`src/hdl/dve_pkg.sv`:
```
// Shared types, constants and calendar tables for the date check and elapsed-time block.
`default_nettype none

package dve_pkg;

  localparam int unsigned YEAR_W     = 12;
  localparam int unsigned MONTH_W    = 4;
  localparam int unsigned DAY_W      = 5;
  localparam int unsigned DAYS_W     = 16;
  localparam int unsigned MONTHS_W   = 12;
  localparam int unsigned DNUM_W     = 21;
  localparam int unsigned CFG_IDX_W  = 3;
  localparam int unsigned CFG_DATA_W = 12;

  // Division by 100 as a multiply by a scaled reciprocal, exact for inputs below 8192.
  localparam int unsigned RECIP_SHIFT = 19;
  localparam logic [12:0] RECIP_100   = 13'd5243;

  localparam logic [YEAR_W-1:0]  MIN_YEAR      = 12'd1900;
  localparam logic [MONTH_W-1:0] MONTH_JAN     = 4'd1;
  localparam logic [MONTH_W-1:0] MONTH_FEB     = 4'd2;
  localparam logic [MONTH_W-1:0] MONTH_DEC     = 4'd12;
  localparam logic [DAY_W-1:0]   FIRST_DAY     = 5'd1;
  localparam logic [DAY_W-1:0]   LEAP_FEB_DAYS = 5'd29;

  localparam logic [YEAR_W-1:0]  RST_YEAR  = 12'd2000;
  localparam logic [MONTH_W-1:0] RST_MONTH = 4'd1;
  localparam logic [DAY_W-1:0]   RST_DAY   = 5'd1;

  typedef enum logic [CFG_IDX_W-1:0] {
    REG_REF_YEAR    = 3'd0,
    REG_REF_MONTH   = 3'd1,
    REG_REF_DAY     = 3'd2,
    REG_TODAY_YEAR  = 3'd3,
    REG_TODAY_MONTH = 3'd4,
    REG_TODAY_DAY   = 3'd5
  } cfg_reg_t;

  typedef struct packed {
    logic [YEAR_W-1:0]  probe_year;
    logic [MONTH_W-1:0] probe_month;
    logic [DAY_W-1:0]   probe_day;
  } in_req_t;

  typedef struct packed {
    logic                date_ok;
    logic [DAYS_W-1:0]   days_elapsed;
    logic [MONTHS_W-1:0] months_elapsed;
  } out_req_t;

  // Load enables of the two pipeline stages inside the day-number unit.
  typedef struct packed {
    logic s1;
    logic s2;
  } stage_en_t;

  // Days in the year before the first of the month; months past December count as a full year.
  function automatic logic [8:0] days_before(input logic [MONTH_W-1:0] m);
    logic [8:0] r;
    case (m)
      4'd0, 4'd1: r = 9'd0;
      4'd2:       r = 9'd31;
      4'd3:       r = 9'd59;
      4'd4:       r = 9'd90;
      4'd5:       r = 9'd120;
      4'd6:       r = 9'd151;
      4'd7:       r = 9'd181;
      4'd8:       r = 9'd212;
      4'd9:       r = 9'd243;
      4'd10:      r = 9'd273;
      4'd11:      r = 9'd304;
      4'd12:      r = 9'd334;
      default:    r = 9'd365;
    endcase
    return r;
  endfunction

  function automatic logic [DAY_W-1:0] month_len(input logic [MONTH_W-1:0] m, input logic leap);
    logic [DAY_W-1:0] r;
    case (m)
      4'd1, 4'd3, 4'd5, 4'd7, 4'd8, 4'd10, 4'd12: r = 5'd31;
      4'd4, 4'd6, 4'd9, 4'd11:                    r = 5'd30;
      4'd2:    r = leap ? LEAP_FEB_DAYS : 5'd28;
      default: r = 5'd0;
    endcase
    return r;
  endfunction

endpackage

`default_nettype wire

```
`src/hdl/dve_daynum.sv`:
```
// Two-stage pipelined proleptic Gregorian day-number unit with leap-year flag.
`default_nettype none

module dve_daynum (
  input  logic                           clk,
  input  dve_pkg::stage_en_t             en,
  input  logic [dve_pkg::YEAR_W-1:0]     year,
  input  logic [dve_pkg::MONTH_W-1:0]    month,
  input  logic [dve_pkg::DAY_W-1:0]      day,
  output logic [dve_pkg::DNUM_W-1:0]     day_num,
  output logic                           leap
);

  logic [dve_pkg::YEAR_W-1:0]  year_r;
  logic [dve_pkg::MONTH_W-1:0] month_r;
  logic [dve_pkg::DAY_W-1:0]   day_r;
  logic [6:0]                  cent_r, cent_nxt;
  logic [3:0]                  quad_r, quad_nxt;
  logic [dve_pkg::DNUM_W-1:0]  day_num_r, day_num_nxt;
  logic                        leap_r, leap_nxt;

  logic [12:0] year_p99, year_p399, year_p3;
  logic [25:0] cent_prod;
  logic [23:0] quad_prod;
  logic        div4, div100, div400;
  logic [dve_pkg::DNUM_W-1:0] leaps;

  // Stage 1: ceil(y/100) and ceil(y/400) by reciprocal multiplication.
  always_comb begin
    year_p99  = 13'(year) + 13'd99;
    year_p399 = 13'(year) + 13'd399;
    cent_prod = 26'(year_p99) * 26'(dve_pkg::RECIP_100);
    quad_prod = 24'(year_p399[12:2]) * 24'(dve_pkg::RECIP_100);
    cent_nxt  = cent_prod[dve_pkg::RECIP_SHIFT +: 7];
    quad_nxt  = quad_prod[dve_pkg::RECIP_SHIFT +: 4];
  end

  // Stage 2: a year is a multiple of 100 exactly when it equals 100 * ceil(y/100).
  always_comb begin
    year_p3     = 13'(year_r) + 13'd3;
    div4        = (year_r[1:0] == 2'b00);
    div100      = (13'(year_r) == 13'(cent_r) * 13'd100);
    div400      = (13'(year_r) == 13'(quad_r) * 13'd400);
    leap_nxt    = div4 && (!div100 || div400);
    leaps       = 21'(year_p3[12:2]) - 21'(cent_r) + 21'(quad_r);
    day_num_nxt = 21'(year_r) * 21'd365 + leaps
                + 21'(dve_pkg::days_before(month_r)) + 21'(day_r)
                + 21'((month_r > dve_pkg::MONTH_FEB) && leap_nxt);
  end

  always_ff @(posedge clk) begin
    if (en.s1) begin
      year_r  <= year;
      month_r <= month;
      day_r   <= day;
      cent_r  <= cent_nxt;
      quad_r  <= quad_nxt;
    end
    if (en.s2) begin
      day_num_r <= day_num_nxt;
      leap_r    <= leap_nxt;
    end
  end

  assign day_num = day_num_r;
  assign leap    = leap_r;

endmodule

`default_nettype wire

```
`src/hdl/date_validate_and_elapsed_top.sv`:
```
// Top level: pipelined Gregorian date check with days and months elapsed against a reference.
//
//   Port group  Direction  Handshake          Payload
//   in_         request in  in_valid/in_ready  dve_pkg::in_req_t
//   out_        result out  out_valid/out_ready dve_pkg::out_req_t
//   cfg_        write in    cfg_we             cfg_index, cfg_wdata
//
// One request is accepted per cycle while in_ready is high; via the stage 1 and 2 registers
// its result reaches the output register and can be taken at the following edge at earliest.
// Three register stages: reciprocal divides, day numbers, then difference and clamp.
// Each full stage holds while the one after it is full and stalled, so bubbles close up and a
// stalled result never blocks a free input stage. Reset is synchronous and empties the pipe.
`default_nettype none

module date_validate_and_elapsed_top (
  input  logic                                clk,
  input  logic                                rst_n,
  input  logic                                in_valid,
  output logic                                in_ready,
  input  dve_pkg::in_req_t                    in_data,
  output logic                                out_valid,
  input  logic                                out_ready,
  output dve_pkg::out_req_t                   out_data,
  input  logic                                cfg_we,
  input  logic [dve_pkg::CFG_IDX_W-1:0]       cfg_index,
  input  logic [dve_pkg::CFG_DATA_W-1:0]      cfg_wdata
);

  typedef struct packed {
    logic                        pre_ok;
    logic [dve_pkg::MONTH_W-1:0] month;
    logic [dve_pkg::DAY_W-1:0]   day;
    logic [12:0]                 dy;
    logic [5:0]                  dm;
  } st1_t;

  typedef struct packed {
    logic                         pre_ok;
    logic [dve_pkg::MONTH_W-1:0]  month;
    logic [dve_pkg::DAY_W-1:0]    day;
    logic [dve_pkg::MONTHS_W-1:0] months;
  } st2_t;

  logic [dve_pkg::YEAR_W-1:0]  ref_year_r, today_year_r;
  logic [dve_pkg::MONTH_W-1:0] ref_month_r, today_month_r;
  logic [dve_pkg::DAY_W-1:0]   ref_day_r, today_day_r;

  logic v1_r, v1_nxt, v2_r, v2_nxt, out_valid_r, out_valid_nxt;
  dve_pkg::stage_en_t en;
  logic en3;

  st1_t st1_r, st1_nxt;
  st2_t st2_r, st2_nxt;
  dve_pkg::out_req_t out_r, out_nxt;

  logic [dve_pkg::DNUM_W-1:0] probe_dn, ref_dn, dn_diff;
  logic                       probe_leap, ref_leap;
  logic                       not_future;
  logic signed [17:0]         mo_full;

  // Ready ripples back from the output register through each stage.
  always_comb begin
    en3           = !out_valid_r || out_ready;
    en.s2         = !v2_r || en3;
    en.s1         = !v1_r || en.s2;
    v1_nxt        = en.s1 ? in_valid : v1_r;
    v2_nxt        = en.s2 ? v1_r : v2_r;
    out_valid_nxt = en3 ? v2_r : out_valid_r;
  end

  assign in_ready  = en.s1;
  assign out_valid = out_valid_r;
  assign out_data  = out_r;

  always_ff @(posedge clk) begin
    if (!rst_n) begin
      v1_r          <= 1'b0;
      v2_r          <= 1'b0;
      out_valid_r   <= 1'b0;
      ref_year_r    <= dve_pkg::RST_YEAR;
      ref_month_r   <= dve_pkg::RST_MONTH;
      ref_day_r     <= dve_pkg::RST_DAY;
      today_year_r  <= dve_pkg::RST_YEAR;
      today_month_r <= dve_pkg::RST_MONTH;
      today_day_r   <= dve_pkg::RST_DAY;
    end else begin
      v1_r        <= v1_nxt;
      v2_r        <= v2_nxt;
      out_valid_r <= out_valid_nxt;
      if (cfg_we) begin
        case (dve_pkg::cfg_reg_t'(cfg_index))
          dve_pkg::REG_REF_YEAR:    ref_year_r    <= cfg_wdata[dve_pkg::YEAR_W-1:0];
          dve_pkg::REG_REF_MONTH:   ref_month_r   <= cfg_wdata[dve_pkg::MONTH_W-1:0];
          dve_pkg::REG_REF_DAY:     ref_day_r     <= cfg_wdata[dve_pkg::DAY_W-1:0];
          dve_pkg::REG_TODAY_YEAR:  today_year_r  <= cfg_wdata[dve_pkg::YEAR_W-1:0];
          dve_pkg::REG_TODAY_MONTH: today_month_r <= cfg_wdata[dve_pkg::MONTH_W-1:0];
          dve_pkg::REG_TODAY_DAY:   today_day_r   <= cfg_wdata[dve_pkg::DAY_W-1:0];
          default: ;
        endcase
      end
    end
  end

  // Stage 1: range checks that do not need the leap flag, and the raw month distance.
  always_comb begin
    if (in_data.probe_year < today_year_r) begin
      not_future = 1'b1;
    end else if (in_data.probe_month < today_month_r) begin
      not_future = 1'b1;
    end else begin
      not_future = (in_data.probe_month == today_month_r) &&
                   (in_data.probe_day <= today_day_r);
    end
    st1_nxt.pre_ok = (in_data.probe_year >= dve_pkg::MIN_YEAR) &&
                     (in_data.probe_year <= today_year_r) &&
                     (in_data.probe_month >= dve_pkg::MONTH_JAN) &&
                     (in_data.probe_month <= dve_pkg::MONTH_DEC) &&
                     (in_data.probe_day >= dve_pkg::FIRST_DAY) && not_future;
    st1_nxt.month  = in_data.probe_month;
    st1_nxt.day    = in_data.probe_day;
    st1_nxt.dy     = 13'(in_data.probe_year) - 13'(ref_year_r);
    // A reference day past the probe day leaves the last month incomplete.
    st1_nxt.dm     = 6'(in_data.probe_month) - 6'(ref_month_r)
                   - 6'(ref_day_r > in_data.probe_day);
  end

  // Stage 2: month count in signed form, clamped to the field range.
  always_comb begin
    mo_full = 18'($signed(st1_r.dy)) * 18'sd12 + 18'($signed(st1_r.dm));
    st2_nxt.pre_ok = st1_r.pre_ok;
    st2_nxt.month  = st1_r.month;
    st2_nxt.day    = st1_r.day;
    if (mo_full[17]) begin
      st2_nxt.months = '0;
    end else if (mo_full[16:12] != 5'd0) begin
      st2_nxt.months = '1;
    end else begin
      st2_nxt.months = mo_full[11:0];
    end
  end

  // Stage 3: month length check and saturated day difference.
  always_comb begin
    dn_diff         = ref_dn - probe_dn;
    out_nxt.date_ok = st2_r.pre_ok &&
                      (st2_r.day <= dve_pkg::month_len(st2_r.month, probe_leap));
    if (!out_nxt.date_ok || (ref_dn < probe_dn)) begin
      out_nxt.days_elapsed = '0;
    end else if (dn_diff[20:16] != 5'd0) begin
      out_nxt.days_elapsed = '1;
    end else begin
      out_nxt.days_elapsed = dn_diff[15:0];
    end
    out_nxt.months_elapsed = out_nxt.date_ok ? st2_r.months : '0;
  end

  always_ff @(posedge clk) begin
    if (en.s1) begin
      st1_r <= st1_nxt;
    end
    if (en.s2) begin
      st2_r <= st2_nxt;
    end
    if (en3) begin
      out_r <= out_nxt;
    end
  end

  dve_daynum u_probe_dn (
    .clk     (clk),
    .en      (en),
    .year    (in_data.probe_year),
    .month   (in_data.probe_month),
    .day     (in_data.probe_day),
    .day_num (probe_dn),
    .leap    (probe_leap)
  );

  // Keep the reference static while requests are in flight (not enforced); it rides the same pipeline.
  dve_daynum u_ref_dn (
    .clk     (clk),
    .en      (en),
    .year    (ref_year_r),
    .month   (ref_month_r),
    .day     (ref_day_r),
    .day_num (ref_dn),
    .leap    (ref_leap)
  );

  // The reference leap flag is already folded into its day number.
  logic unused_ref_leap;
  assign unused_ref_leap = ref_leap;

endmodule

`default_nettype wire

```
`config.mk`:
```
export PLATFORM = sky130hd
export DESIGN_NAME = date_validate_and_elapsed_top
export DESIGN_NICKNAME = d
export VERILOG_FILES = /design/src/hdl/dve_pkg.sv /design/src/hdl/dve_daynum.sv /design/src/hdl/date_validate_and_elapsed_top.sv
export SDC_FILE = /design/constraint.sdc
export NUM_CORES = 2
export LEC_CHECK = 0
export BUFFER_PORTS_ARGS = -buffer_cell sky130_fd_sc_hd__buf_2
export CORE_UTILIZATION = 59
export CTS_CLUSTER_DIAMETER = 200
export CTS_CLUSTER_SIZE = 20
export DETAILED_ROUTE_END_ITERATION = 16
export PLACE_DENSITY = 0.76
export SLEW_MARGIN = 10
export SYNTH_ARGS = -nofsm -noshare
export SYNTH_HDL_FRONTEND = slang
export SYNTH_SLANG_ARGS = --single-unit
```
`constraint.sdc`:
```
create_clock -name clk -period 9.5 [get_ports clk]
set_input_delay 0.475 -clock clk [delete_from_list [all_inputs] [get_ports clk]]
set_output_delay 0.475 -clock clk [all_outputs]
set_load 0.01 [all_outputs]
```
Word level (Yosys, flattened, before mapping). Memory sizes are Yosys's and may differ from the RTL's. A register that Yosys moved wholly into a read port is not among the register bits. Cells that the tools add are included.

Flip-flop bits (word level): 223. Memory bits (read-only): 288. Bits of input ports: 41. Output and inout port bits: 31. Memories: 2.

Memory list: (name not given) (depth 16, width 9, read ports 1, clocked after Yosys merged registers in 1, write ports 0, line dve_pkg.sv:60) `case (m)`; (name not given) (depth 16, width 9, read ports 1, clocked after Yosys merged registers in 1, write ports 0, line dve_pkg.sv:60).

Add/sub/neg operators: 23. Multiply operators: 11. Magnitude comparators: 13. Equality and inequality tests: 22. Muxes and demuxes: 8. Reductions and logical operators: 36.

Operators by type and width (count): 12-bit by 13-bit equality test with 1-bit output (4); 13-bit by 13-bit multiplier with 26-bit output (second input constant) (2); 11-bit by 13-bit multiplier with 23-bit output (second input constant) (2); 21-bit by 1-bit adder with 21-bit output (2); 21-bit adder (2); 21-bit by 4-bit adder with 21-bit output (2); 21-bit by 5-bit adder with 21-bit output (2); 21-bit by 9-bit adder with 21-bit output (2); 12-bit by 9-bit multiplier with 21-bit output (second input constant) (2); 12-bit by 2-bit adder with 13-bit output (second input constant) (2); 12-bit by 7-bit adder with 13-bit output (second input constant) (2); 12-bit by 9-bit adder with 13-bit output (second input constant) (2); 11-bit by 7-bit subtractor with 12-bit output (2); 7-bit by 5-bit multiplier with 11-bit output (second input constant) (2); 21-bit less-than comparator (1); 21-bit subtractor (1); 4-bit equality test (second input constant) (5); 18-bit by 6-bit adder with 18-bit output (1); 4-bit by 5-bit multiplier with 9-bit output (second input constant) (2); 4-bit by 3-bit equality test with 1-bit output (second input constant) (4); 13-bit by 3-bit multiplier with 16-bit output (second input constant) (1); 16-bit 2-to-1 mux (1); 5-bit case mux with 3 select lines (1); 12-bit by 12-bit subtractor with 13-bit output (1); other kinds (30) (65).

Longest topological paths before layout.
Depth in word-level cells: 7. Mapped depth: 32. Gate-level depth less buffers: 32.

Modules after synthesis. A second synthesis with hierarchy kept.

Cell total of the unflattened synthesis: 3350. Area, all modules: 34037.6 um^2.

Modules (own cells, without submodules): dve_daynum at u_probe_dn (instances 1, cells each 1270, area each 12949.9 um^2, sequential area each 1801.7 um^2); dve_daynum at u_ref_dn (instances 1, cells each 1242, area each 12665.9 um^2, sequential area each 1801.7 um^2); date_validate_and_elapsed_top (instances 1, cells each 838, area each 8421.8 um^2, sequential area each 3303.2 um^2).

Worst setup path before layout. Ideal clock, no wire load.

Path type: register to register. From: register u_ref_dn.cent_r[2]. To: register u_ref_dn.day_num_r, in the netlist u_ref_dn.day_num[20], data pin. Arrival: 7.136 ns. Required time: 9.242 ns. Slack: 2.106 ns. Stages on the path, launching flop included: 31. Path buffers: 0. Clock period less this slack: 7.394 ns. Cell sequence: edfxtp_1 ha_1 ha_1 fa_1 ha_1 nor2b_1 o21ai_0 nand2b_1 a21o_1 a21oi_1 xnor2_1 nor4b_1 nor3_1 fa_1 inv_1 fa_1 inv_1 fa_1 ha_1 fa_1 ha_1 fa_1 a21o_1 a21oi_2 o21ai_1 a2111oi_2 o31ai_1 or4_1 a41o_1 a21oi_2 xnor2_1.

Longest elaborated chain between the ends: 7.

RTL lines: start, declared (line dve_daynum.sv:17) `logic [6:0] cent_r, cent_nxt;`; start signal, assigned (line dve_daynum.sv:56) `cent_r <= cent_nxt;`; parallel branches: the longest is 6 deep, another holds 21-bit by 4-bit adder with 21-bit output; 21-bit by 1-bit adder with 21-bit output * (line dve_daynum.sv:48) `+ 21'((month_r > dve_pkg::MONTH_FEB) && leap_nxt);`; net u_ref_dn.day_num_nxt (one bit) (line dve_daynum.sv:19) `logic [dve_pkg::DNUM_W-1:0] day_num_r, day_num_nxt;`; end signal, assigned (line dve_daynum.sv:60) `day_num_r <= day_num_nxt;`; end, declared (line dve_daynum.sv:19).

Mark *: on every way through the listed nets, which the timed path passes. A chain may end at the register's enable or synchronous reset.

Final worst setup path. Ends and elaborated chain as after synthesis.

==> flow_summary.ini <==
[routing]
routed_via_density = 5.36
drt_iter0_markers = 1075
routed_wirelength_mm = 65.3
dr.pass1.iters = 5
post_drt_wl_per_cell_um = 15.9
vias = 22000
drcViolationCount = 0
ant_nets = 0

[setup_path]
max_stage_delay_ps = 470
r2r-start = u_ref_dn.cent_r[2]
critPathRequiredTime_ps = 9790
crit_type = reg2reg
critical_path_arrival_ps = 8280
rrSetupSlack_ps = 1510
ff2ff_path_depth = 30
crit_fanout = 4
r2r_end = u_ref_dn.day_num[20]
crit_slowest_cell = fa_1
worst_setup_path_start_kind = register
cpMostUsedCell = fa_1
cp-end-kind = register

[clock_network]
path_clk_slew_ps = 110
postCtsSetupBuffers = 0
cts_max_level = 1
cts_buffer_depth = 3
clkSinkCount = 241
clock_latency_ps = 530
cts_made_buffers = 16
clock_tree.root_cell = clkbuf_16
hold_buffers = 0
cts_resized = 0
cts_tree = built

[power]
power_mw = 11.7
p_leak_nw = 18.0
ir_drop_mv = 0.470
power_density_mw_per_mm2 = 336

[global_routing]
grt.overflow.total = 0
met1_usage_pct = 34.7
grt_pass1_vias = 22200
grt_antenna_before_repair = 3
grt.total_usage_pct = 23.8
grtUsageMet2_pct = 39.1
grt_busiest_layer = met2
grt_pass1_wl_mm = 110
met3_usage_pct = 1.78
grt_max_degree = 66

[min_path]
hp-start = in_data[3]
min_to = u_probe_dn.day_r[3]
worstHoldPathCells = 1
hold_path_class = in2reg

[final_layout]
area_growth_pct = 5.00
nets = 4420
nFillCells = 4448
drive_gt1_share_pct = 3.91

[timing]
hold_viol = 0
drv_slew = 0
tightestPinTransition_ps = 1100
fin_crit_sh_pct = 84.1
setup-violations-final = 0
finalCriticalPeriod_ps = 7990
rsz0062_at_grt = no
relSlewSlack_pct = 24.3
fmax_mhz = 125
skew_ps = 39.2
fin_setup_tns_ps = 0

[yosys]
yosys_register_bits = 241
synth_ff_type = edfxtp_1
post_synth.cell_area_avg_um2 = 10.1
yosysMostFrequentCell = inv_1
syn_nets = 4367
synthesis.area_mm2 = 0.0330
yosysTopAreaCell = ha_1
synth_cell_type_count = 77
synth_top_area_share_pct = 26.2
ys_top_cells_by_count = inv_1 (762), ha_1 (693), fa_1 (347)
synth_edf_count = 178
seq_area_frac_synth_pct = 20.0
async_flop_share_pct = 0
syn_inst = 3286
synth.area.top_cells = ha_1 (26%), fa_1 (21%), edfxtp_1 (16%)
yosys_warnings = 0

[die]
dieWidth_um = 239
rows = 86
initial_utilization_pct = 59.9
ioPinCount = 72
die_area_mm2 = 0.0570
fp.dieH_um = 239
core_mm2 = 0.0552

[place]
portBuffers = 71
dp_hpwl_mm = 55.9
gp_congestion = 0.895

[status]
status = finished, final reports clean

[job]
drv_cap = 0
[kinds of logic (layout without fill, tap and decap cells)]
family	count (synthesis)	after routing	share of synthesized area [%]
simple gates	487	487	7.31
compound gates	453	453	9.17
other cells	0	3	0
buf+inv	803	866	9.21
xor+xnor	232	232	6.15
mux	30	30	0.916
flops	241	241	20.0
fa+ha+maj	1040	1040	47.3
[cell usage in the layout (no fill, tap or decap), types with 5 or more instances in the layout]
| cell | instances |
|---|---|
| a2111oi_0 | 5 |
| a211oi_1 | 7 |
| a21boi_0 | 26 |
| a21o_1 | 54 |
| a21oi_1 | 126 |
| a21oi_2 | 8 |
| a31oi_1 | 13 |
| a41o_1 | 5 |
| and2_1 | 16 |
| and3_1 | 20 |
| and4_1 | 6 |
| buf_2 | 71 |
| clkbuf_1 | 9 |
| clkbuf_16 | 16 |
| dfxtp_1 | 63 |
| edfxtp_1 | 178 |
| fa_1 | 347 |
| ha_1 | 693 |
| inv_1 | 762 |
| mux2i_1 | 28 |
| nand2_1 | 125 |
| nand2b_1 | 20 |
| nand3_1 | 37 |
| nand4_1 | 15 |
| nor2_1 | 109 |
| nor2b_1 | 49 |
| nor3_1 | 37 |
| nor4_1 | 12 |
| o211ai_1 | 25 |
| o21a_1 | 45 |
| o21ai_0 | 69 |
| o21bai_1 | 15 |
| o31ai_1 | 5 |
| or2_2 | 11 |
| or3_1 | 9 |
| or4_1 | 6 |
| xnor2_1 | 163 |
| xor2_1 | 69 |
[registers in the layout (all words and copies together) (netlist names), 4 cells and up, named ones only]
name	count
u_ref_dn.year_r	12
ref_day_r	5
u_probe_dn.cent_r	7
u_ref_dn.quad_r	4
st2_r	22
u_ref_dn.day_r	5
st1_r	20
u_ref_dn.cent_r	7
u_ref_dn.month_r	4
today_month_r	4
ref_month_r	4
u_ref_dn.day_num	21
u_probe_dn.year_r	12
today_day_r	5
ref_year_r	12
u_probe_dn.day_r	5
u_probe_dn.quad_r	4
today_year_r	12
out_data	29
u_probe_dn.day_num	21
u_probe_dn.month_r	4
[worst max path at each step]
stage	cells after the start	end	startpoint
2_1_floorplan	30	u_ref_dn.day_num[20]	u_ref_dn.cent_r[2]
3_3_place_gp	30	u_ref_dn.day_num[20]	u_ref_dn.cent_r[2]
5_1_grt	30	u_ref_dn.day_num[20]	u_ref_dn.cent_r[2]
4_1_cts	30	u_ref_dn.day_num[20]	u_ref_dn.cent_r[2]
6_report	30	u_ref_dn.day_num[20]	u_ref_dn.cent_r[2]
3_5_place_dp	30	u_ref_dn.day_num[20]	u_ref_dn.cent_r[2]
[routing by layer]
metal / wire length [µm] / vias up / share of wire (%)
met5: 0 / - / 0
li1: - / 10900 / -
met3: 2570 / 77 / 3.9
met1: 31700 / 10500 / 48
met2: 29900 / 428 / 46
met4: 1200 / 0 / 1.8
[critical path, delay by kind of cell (launching register included)]
family	cells	cell delay (ps)
compound gates	10	1950
xor+xnor	2	170
flops	1	460
fa+ha+maj	11	3830
simple gates	5	1220
buf+inv	2	140
[stage by stage]
step / std cells / area [µm²] / hold slack [ps] / setup slack [ps] / utilization, %
finish: 4100 / 34700 / 190 / 1510 / 62.9
global route: 4100 / 34700 / 181 / 1070 / 62.9
global placement: 4069 / 34200 / 412 / 1550 / 62.0
CTS: 4097 / 34700 / 177 / 1460 / 62.8
floorplan: 3286 / 33000 / 400 / 2110 / -
detailed placement: 4069 / 34200 / 416 / 1480 / 62.0
[where the power goes]
part           switching (mW)  total [mW]  internal, mW
registers               0.148        1.82          1.67
logic                    4.98        9.13          4.14
clock network           0.373       0.713         0.340
total                    5.50        11.7          6.15
[area by class of cell]
type,instances,area (µm²),area share [%]
sequential,241,6610,19.0
tap,748,936,2.70
clock inverter,3,53.8,0.155
inverter,763,2860,8.25
antenna,3,7.51,0.0216
timing repair buffer,75,385,1.11
clock buffer,25,434,1.25
multi-input combinational,2242,23400,67.5
Note: power is estimated with default switching activity, not from simulation.
